--- src/tms_pkg.sv ---
// tms_pkg: types, constants and the microcode table of the tone melody sequencer
// no dependencies; imported by tone_melody_sequencer and tone_melody_sequencer_tb
package tms_pkg;

    // note table
    localparam int NOTE_REGS      = 6;
    localparam int NOTE_COUNT_DEF = 6;
    localparam int NOTE_W         = 25;
    localparam int NOTE_IDX_W     = 3;
    localparam int CFG_IDX_W      = 3;
    localparam int STOP_BIT       = 24;
    localparam int FREQ_W         = 12;
    localparam int DUR_W          = 12;

    localparam logic [NOTE_W-1:0] NOTE_RESET [NOTE_REGS] = '{
        25'd3604730, 25'd30, 25'd2699514, 25'd30, 25'd2269634, 25'd16777216
    };

    // tone divider
    localparam int               DIVIDEND_W = 21;
    localparam logic [20:0]      PIT_CLOCK  = 21'd1193182;
    localparam logic [FREQ_W-1:0] BEEP_HZ   = 12'd1000;
    localparam int               DIV_CNT_W  = 5;
    localparam logic [4:0]       DIV_STEPS  = 5'd21;

    // duration ms to ticks: x / 5 == (x * 52429) >> 18 for 12-bit x
    localparam logic [15:0]      RECIP_5    = 16'd52429;
    localparam int               RECIP_SH   = 18;
    localparam int               PROD_W     = DUR_W + 16;

    // item kinds
    localparam logic [1:0] OP_TICK  = 2'd0;
    localparam logic [1:0] OP_START = 2'd1;
    localparam logic [1:0] OP_BEEP  = 2'd2;

    typedef struct packed {
        logic [1:0]  op;
        logic [31:0] current_tick;
    } in_item_t;

    typedef struct packed {
        logic        speaker_on;
        logic [15:0] divisor;
        logic        divisor_loaded;
        logic        divisor_overflow;
        logic        playing;
    } out_item_t;

    // microcode
    typedef logic [3:0] upc_t;

    localparam upc_t U_EMIT     = 4'd0;
    localparam upc_t U_WAIT     = 4'd1;
    localparam upc_t U_DISPATCH = 4'd2;
    localparam upc_t U_START    = 4'd3;
    localparam upc_t U_BEEP     = 4'd4;
    localparam upc_t U_TONE_MUL = 4'd5;
    localparam upc_t U_TONE_ADV = 4'd6;
    localparam upc_t U_GAP_MUL  = 4'd7;
    localparam upc_t U_GAP_ADV  = 4'd8;
    localparam upc_t U_END      = 4'd9;
    localparam upc_t U_DIV      = 4'd10;
    localparam upc_t U_DIV_DONE = 4'd11;

    typedef enum logic [2:0] {
        COND_NEVER     = 3'd0,
        COND_ALWAYS    = 3'd1,
        COND_NO_ACCEPT = 3'd2,
        COND_DIV_BUSY  = 3'd3,
        COND_OUT_FULL  = 3'd4
    } cond_t;

    typedef struct packed {
        logic  ready;
        logic  dispatch;
        logic  act_start;
        logic  act_mul;
        logic  act_adv;
        logic  act_gate_off;
        logic  act_end;
        logic  act_div_init;
        logic  beep_sel;
        logic  act_div_step;
        logic  act_load;
        logic  act_emit;
        cond_t cond;
        upc_t  target;
    } uword_t;

    function automatic uword_t ucode_rom(input upc_t addr);
        uword_t w;
        w        = '0;
        w.cond   = COND_NEVER;
        w.target = U_EMIT;
        case (addr)
            U_EMIT: begin
                w.act_emit = 1'b1;
                w.cond     = COND_OUT_FULL;
                w.target   = U_EMIT;
            end
            U_WAIT: begin
                w.ready  = 1'b1;
                w.cond   = COND_NO_ACCEPT;
                w.target = U_WAIT;
            end
            U_DISPATCH: begin
                w.dispatch = 1'b1;
            end
            U_START: begin
                w.act_start = 1'b1;
                w.cond      = COND_ALWAYS;
            end
            U_BEEP: begin
                w.act_div_init = 1'b1;
                w.beep_sel     = 1'b1;
                w.cond         = COND_ALWAYS;
                w.target       = U_DIV;
            end
            U_TONE_MUL: begin
                w.act_mul = 1'b1;
            end
            U_TONE_ADV: begin
                w.act_adv      = 1'b1;
                w.act_div_init = 1'b1;
                w.cond         = COND_ALWAYS;
                w.target       = U_DIV;
            end
            U_GAP_MUL: begin
                w.act_mul = 1'b1;
            end
            U_GAP_ADV: begin
                w.act_adv      = 1'b1;
                w.act_gate_off = 1'b1;
                w.cond         = COND_ALWAYS;
            end
            U_END: begin
                w.act_end = 1'b1;
                w.cond    = COND_ALWAYS;
            end
            U_DIV: begin
                w.act_div_step = 1'b1;
                w.cond         = COND_DIV_BUSY;
                w.target       = U_DIV;
            end
            U_DIV_DONE: begin
                w.act_load = 1'b1;
                w.cond     = COND_ALWAYS;
            end
            default: begin
                w.cond = COND_ALWAYS;
            end
        endcase
        return w;
    endfunction

endpackage

--- src/tone_melody_sequencer.sv ---
// tone_melody_sequencer: microcoded note table player for a square-wave speaker
// depends on tms_pkg (types, constants, microcode table)
//
// channel   direction  handshake          payload
// s_        in         s_valid / s_ready  s_data  (op, current_tick)
// m_        out        m_valid / m_ready  m_data  (gate, divisor, flags, playing)
// cfg_      in         cfg_wr_en          cfg_index, cfg_wdata (note_0..note_5)
//
// a transaction runs from acceptance through the dispatch step and its routine
// to the emit step, then back to idle; unused op or tick with nothing due goes
// to emit, start or stop entry runs its own step, a silent gap multiply and advance;
// beep and tone add a 21-step restoring 1193182/freq divide, one quotient bit per cycle
// the next input transaction is taken as soon as the result sits in the output
// register, even while that register still waits for m_ready
// aresetn (synchronous, low) restores the note table and stops the sequence

module tone_melody_sequencer
    import tms_pkg::*;
#(
    parameter int NOTE_COUNT = NOTE_COUNT_DEF
) (
    input  logic                 aclk,
    input  logic                 aresetn,
    input  logic                 s_valid,
    output logic                 s_ready,
    input  in_item_t             s_data,
    output logic                 m_valid,
    input  logic                 m_ready,
    output out_item_t            m_data,
    input  logic                 cfg_wr_en,
    input  logic [CFG_IDX_W-1:0] cfg_index,
    input  logic [NOTE_W-1:0]    cfg_wdata
);

    localparam int POS_W = $clog2(NOTE_COUNT + 1);

    // sequencer
    upc_t   upc_reg, upc_next;
    uword_t uw;
    logic   take_jump;
    upc_t   dispatch_tgt;

    // configuration table
    logic [NOTE_W-1:0] notes_reg [NOTE_REGS];

    // latched transaction
    logic [1:0]  op_reg;
    logic [31:0] tick_reg;

    // sequence state
    logic             active_reg;
    logic [POS_W-1:0] pos_reg;
    logic [31:0]      next_evt_reg;
    logic             gate_reg;
    logic [15:0]      divisor_reg;
    logic             loaded_reg;
    logic             ovf_reg;

    // datapath
    logic [NOTE_W-1:0]     entry_reg;
    logic [NOTE_W-1:0]     entry_cur;
    logic [3:0]            pos_ext;
    logic [PROD_W-1:0]     prod_reg;
    logic [FREQ_W-1:0]     den_reg;
    logic [FREQ_W-1:0]     rem_reg;
    logic [DIVIDEND_W-1:0] quo_reg;
    logic [DIV_CNT_W-1:0]  cnt_reg;
    logic [FREQ_W:0]       trial;
    logic [FREQ_W:0]       diff;
    logic                  q_bit;

    // output register
    logic      out_valid_reg;
    out_item_t out_data_reg;
    logic      out_full;
    logic      s_accept;

    assign uw       = ucode_rom(upc_reg);
    assign s_ready  = uw.ready;
    assign s_accept = s_valid && s_ready;
    assign out_full = out_valid_reg && !m_ready;
    assign m_valid  = out_valid_reg;
    assign m_data   = out_data_reg;

    // current note entry; positions without a register read as stop
    assign pos_ext = 4'(pos_reg);
    always_comb begin
        entry_cur = NOTE_W'(1) << STOP_BIT;
        if (pos_ext < 4'(NOTE_REGS)) begin
            entry_cur = notes_reg[pos_ext[NOTE_IDX_W-1:0]];
        end
    end

    // dispatch map: decoded transaction kind to routine entry point
    always_comb begin
        dispatch_tgt = U_EMIT;
        case (op_reg)
            OP_START: dispatch_tgt = U_START;
            OP_BEEP:  dispatch_tgt = U_BEEP;
            OP_TICK: begin
                if (active_reg && (tick_reg >= next_evt_reg)) begin
                    if ((pos_ext >= 4'(NOTE_COUNT)) || entry_cur[STOP_BIT]) begin
                        dispatch_tgt = U_END;
                    end else if (entry_cur[DUR_W +: FREQ_W] == '0) begin
                        dispatch_tgt = U_GAP_MUL;
                    end else begin
                        dispatch_tgt = U_TONE_MUL;
                    end
                end
            end
            default: dispatch_tgt = U_EMIT;
        endcase
    end

    // next microcode address
    always_comb begin
        case (uw.cond)
            COND_NEVER:     take_jump = 1'b0;
            COND_ALWAYS:    take_jump = 1'b1;
            COND_NO_ACCEPT: take_jump = !s_accept;
            COND_DIV_BUSY:  take_jump = (cnt_reg != DIV_CNT_W'(1));
            COND_OUT_FULL:  take_jump = out_full;
            default:        take_jump = 1'b1;
        endcase
        if (uw.dispatch) begin
            upc_next = dispatch_tgt;
        end else if (take_jump) begin
            upc_next = uw.target;
        end else begin
            upc_next = upc_reg + upc_t'(1);
        end
    end

    // one restoring divider step
    assign trial = {rem_reg, quo_reg[DIVIDEND_W-1]};
    assign diff  = trial - {1'b0, den_reg};
    assign q_bit = (trial >= {1'b0, den_reg});

    // control state
    always_ff @(posedge aclk) begin
        if (!aresetn) begin
            upc_reg       <= U_WAIT;
            out_valid_reg <= 1'b0;
            active_reg    <= 1'b0;
            pos_reg       <= '0;
            next_evt_reg  <= '0;
            gate_reg      <= 1'b0;
            divisor_reg   <= '0;
            for (int i = 0; i < NOTE_REGS; i++) begin
                notes_reg[i] <= NOTE_RESET[i];
            end
        end else begin
            upc_reg <= upc_next;

            if (cfg_wr_en && (cfg_index < CFG_IDX_W'(NOTE_REGS))) begin
                notes_reg[cfg_index] <= cfg_wdata;
            end

            if (uw.act_emit && !out_full) begin
                out_valid_reg <= 1'b1;
            end else if (m_ready) begin
                out_valid_reg <= 1'b0;
            end

            // start: rewind, due at once; gate and divisor stay
            if (uw.act_start) begin
                active_reg   <= 1'b1;
                pos_reg      <= '0;
                next_evt_reg <= tick_reg;
            end

            // advance to the next entry, event duration/5 ticks later
            if (uw.act_adv) begin
                next_evt_reg <= tick_reg + 32'(prod_reg[PROD_W-1:RECIP_SH]);
                pos_reg      <= pos_reg + POS_W'(1);
            end

            if (uw.act_gate_off) begin
                gate_reg <= 1'b0;
            end

            // stop entry or past the table end
            if (uw.act_end) begin
                gate_reg   <= 1'b0;
                active_reg <= 1'b0;
            end

            if (uw.act_load) begin
                divisor_reg <= quo_reg[15:0];
                gate_reg    <= 1'b1;
            end
        end
    end

    // payload registers
    always_ff @(posedge aclk) begin
        if (s_accept) begin
            op_reg     <= s_data.op;
            tick_reg   <= s_data.current_tick;
            loaded_reg <= 1'b0;
            ovf_reg    <= 1'b0;
        end

        if (uw.dispatch) begin
            entry_reg <= entry_cur;
        end

        if (uw.act_mul) begin
            prod_reg <= entry_reg[DUR_W-1:0] * RECIP_5;
        end

        if (uw.act_div_init) begin
            den_reg <= uw.beep_sel ? BEEP_HZ : entry_reg[DUR_W +: FREQ_W];
            quo_reg <= PIT_CLOCK;
            rem_reg <= '0;
            cnt_reg <= DIV_STEPS;
        end

        if (uw.act_div_step) begin
            rem_reg <= q_bit ? diff[FREQ_W-1:0] : trial[FREQ_W-1:0];
            quo_reg <= {quo_reg[DIVIDEND_W-2:0], q_bit};
            cnt_reg <= cnt_reg - DIV_CNT_W'(1);
        end

        if (uw.act_load) begin
            loaded_reg <= 1'b1;
            ovf_reg    <= |quo_reg[DIVIDEND_W-1:16];
        end

        if (uw.act_emit && !out_full) begin
            out_data_reg.speaker_on       <= gate_reg;
            out_data_reg.divisor          <= divisor_reg;
            out_data_reg.divisor_loaded   <= loaded_reg;
            out_data_reg.divisor_overflow <= ovf_reg;
            out_data_reg.playing          <= active_reg;
        end
    end

endmodule

--- config.mk ---
export PLATFORM = sky130hd
export DESIGN_NAME = tone_melody_sequencer
export DESIGN_NICKNAME = d
export VERILOG_FILES = /design/src/tms_pkg.sv /design/src/tone_melody_sequencer.sv
export SDC_FILE = /design/constraint.sdc
export NUM_CORES = 1
export LEC_CHECK = 0
export ABC_AREA = 0
export BUFFER_PORTS_ARGS = -buffer_cell sky130_fd_sc_hd__clkbuf_2
export CORE_MARGIN = 2
export CORE_UTILIZATION = 65
export DETAILED_ROUTE_END_ITERATION = 6
export GPL_TIMING_DRIVEN = 0
export PLACE_DENSITY_LB_ADDON = 0.15
export SYNTH_ARGS = -nofsm -noshare
export SYNTH_HDL_FRONTEND = slang
export SYNTH_SLANG_ARGS = --single-unit
--- constraint.sdc ---
create_clock -name aclk -period 8.41 [get_ports aclk]
set_input_delay 1.682 -clock aclk [delete_from_list [all_inputs] [get_ports aclk]]
set_output_delay 1.682 -clock aclk [all_outputs]
set_load 0.01 [all_outputs]
==> impl_metrics.tcl <==
set metrics [dict create \
    yosys.area_share.adder_pct 12.8 \
    fin_setup_tns_ps 0 \
    die_width_um 182 \
    crit_chain "ha_1 -> fa_1 -> inv_1 -> fa_1 -> inv_1 -> fa_1 -> inv_1 -> fa_1 -> inv_1 -> ha_1 -> nand3_1 -> nor2_1 -> a2111oi_1 -> o211a_1 -> nor3_1 -> or3_1 -> a21oi_1 -> xnor2_1" \
    cp_slowest_cell "a2111oi_1" \
    cts-root-buf "clkbuf_16" \
    crit_path_max_incr_delay_ps 820 \
    dp_slack_ps 2560 \
    die-area_um2 32900 \
    fin_crit_sh_pct 68.9 \
    finalCriticalPeriod_ps 5800 \
    drc 0 \
    synth-async-reset-ratio_pct 0 \
    core_um2 30800 \
    multi_input_area_um2 8330 \
    vias_per_cell 5.89 \
    cts_buffers 41 \
    finalHoldViolCount 0 \
    synth_area_leader_cell "edfxtp_1" \
    post_cts_buffers 0 \
    firstDrtPassIters 5 \
    path_class "reg -> reg" \
    p_sw_share_pct 31.2 \
    initial_utilization_pct 66.4 \
    skew_ps 30.4 \
    cp_max_fo 5 \
    power.density_nw_per_um2 259 \
    antenna_found_initial 0 \
    antenna_left 0 \
    outcome "completed" \
    critPathArrivalTime_ps 6070 \
    power_w 0.00594 \
    hpwl_mm 30.5 \
    layout-drive-gt1-share_pct 11.7 \
    die_h_um 182 \
    hp-class "reg -> reg" \
    p_leak_nw 8.90 \
    synthSimpleGateAreaFrac_pct 10.7 \
    setup-violations-final 0 \
    synthMuxAreaShare_pct 6.87 \
    maxSlewViolCount 0 \
    area_delta_synth_final_pct 12.0 \
    vias 13300 \
    wl_mm 43.6 \
    io_buffers 86 \
    largest_register_ffs 200 \
    ir_worst_vdd_mv 0.189 \
    io_pins 89 \
    pwr-share-seq_pct 42.9 \
    nets 2081 \
    post_drt_wl_per_cell_um 19.3 \
    synth_area_um2 20500 \
    maxCapViolations 0 \
    dp.cells 2183 \
    regArea_um2 11400 \
    synth_top_family_by_area "adder cells" \
    grtUsageTotal_pct 27.0 \
    grt_max_degree 37 \
    yosysSeqAreaShare_pct 55.8 \
    synth-xor-area-share_pct 1.88 \
    place.gp.congestion 0.850 \
    fillers 1989 \
    max_slew.worst_pin.slew_ps 1270 \
    syn_avg_cell_area_um2 12.4 \
    overflow 0 \
    dr.first_iter.drc_count 1198 \
    cts_resized 0 \
    core.rowCount 64 \
    postCtsHoldBufs 0 \
    switching_power_w 0.00186 \
    grt_pass1_wl_mm 69.3 \
    grt_pass1_vias 13400 \
    synthFlopType "edfxtp_1" \
    clkPwrFrac_pct 28.6 \
    cts_max_level 2 \
    rsz0062_at_grt "false" \
    synth_compound_area_share_pct 7.36 \
    setup_slack_ps 2610 \
    intPower_w 0.00409 \
    synth_edf_count 339 \
    clk_pin_slew_ps 60 \
    diodes 0 \
    synth_warnings 0 \
    critPathLaunchType "flip-flop" \
    ys_seq_elements 401 \
    ys_types 62 \
    max_freq_ghz 0.172 \
    finalNonFillerCells 2259 \
    cts_tree "done" \
    synth.area.top_cells "edfxtp_1 50%, ha_1 8.5%, dfxtp_1 6.1%" \
    endpoint_kind "flip-flop" \
    clockBufferDepth 3 \
    yosysTopAreaCellShare_pct 49.7 \
    slew_headroom_pct 15.3 \
    clk_latency_ps 550 \
    comb_power_share_pct 28.5 \
    netlist_instances 1649 \
    cts_sinks 401 \
    worstPathRequired_ps 8680 \
]
-- layout make-up --
| class | count | area share (%) |
|---|---|---|
| Inverter | 181 | 2.96 |
| Clock buffer | 53 | 4.76 |
| Multi-Input combinational cell | 1051 | 36.3 |
| Clock inverter | 22 | 0.682 |
| Buffer | 65 | 1.13 |
| Timing Repair Buffer | 90 | 2.24 |
| Sequential cell | 401 | 49.8 |
| Tap cell | 396 | 2.16 |
-- worst max-delay path: cells and delay by family, from the launching register on --
family / cells / cell delay, ps
AND/OR/NAND/NOR: 4 / 640
AO/OA/AOI/OAI: 3 / 1320
buffers and inverters: 4 / 240
adder cells (fa/ha/maj): 6 / 2710
flip-flops: 1 / 490
XOR/XNOR: 1 / 140
-- per-stage QoR --
stage | hold slack (ps) | util (%) | instance area [um2]
after floorplan | 400 | - | 20700
after CTS | 427 | 74.4 | 22900
final | 430 | 74.4 | 22900
after global routing | 435 | 74.4 | 22900
after global placement | 413 | 70.0 | 21600
after detailed placement | 416 | 70.3 | 21700
-- worst paths after layout --
| check | start | endpoint | slack, ps | cells past startpoint |
|---|---|---|---|---|
| worst max register to register | entry_reg[6] | prod_reg[26] | 2610 | 18 |
| worst min-delay path | divisor_reg[7] | m_data[10] | 430 | 0 |
| worst max-delay path | entry_reg[6] | prod_reg[26] | 2610 | 18 |
| worst min register to register | divisor_reg[7] | m_data[10] | 430 | 0 |
-- synth_stat cells, types with 10 or more instances --
cell type,instances
a211oi_1,15
a21o_1,19
a21oi_1,80
and2_1,33
and3_1,21
clkbuf_1,49
dfxtp_1,62
edfxtp_1,339
fa_1,44
ha_1,139
inv_1,181
mux2i_1,27
mux4_2,50
nand2_1,142
nand2b_1,35
nand3_1,27
nand4_1,10
nor2_1,135
nor2b_1,14
nor3_1,14
o211ai_1,16
o21ai_0,36
o21ai_1,12
xnor2_1,28
xor2_1,16
-- cell families (layout without fill, tap and decap cells) --
kind of cell	Yosys count	in the layout
buf+inv	246	411
mux	78	78
fa+ha+maj	183	183
simple gates	462	462
compound gates	234	234
xor+xnor	44	44
other cells	1	50
flops	401	401
-- cell usage in the layout (no fill, tap or decap), types with 6 or more instances in the layout --
master,instances
o211ai_1,16
nand3_1,27
and2_1,33
nor4_1,6
nor2_1,134
ha_1,139
clkbuf_1,60
clkinv_2,9
dfxtp_1,62
fa_1,44
and3_1,21
buf_1,7
xor2_1,16
a21o_1,19
nor2b_1,14
clkbuf_2,86
o21ai_0,35
nor3_1,13
inv_1,180
a21oi_1,80
nand4_1,10
a311oi_1,6
nand2b_1,33
nand2_1,142
xnor2_1,28
o21ai_1,12
conb_1,50
clkinv_1,10
buf_2,7
mux4_2,50
a31oi_1,7
clkbuf_16,42
edfxtp_1,339
mux2i_1,27
a211oi_1,15
-- per-layer routing --
layer	part of all wire, %	GRT usage (%)
met1	41	36.8
met2	48	44.4
met4	2.8	9.24
met5	0	0
met3	7.9	4.79
-- power groups by stage --
stage / combinational, W / sequential [W] / clock, W
CTS: 0.00169 / 0.00255 / 0.00171
global route: 0.00192 / 0.00257 / 0.00178
floorplan: 0.00123 / 0.00256 / 0
global placement: 0.00161 / 0.00258 / 0
detailed placement: 0.00168 / 0.00259 / 0
finish: 0.00169 / 0.00255 / 0.00170
Note: power is estimated with default switching activity, not from simulation.
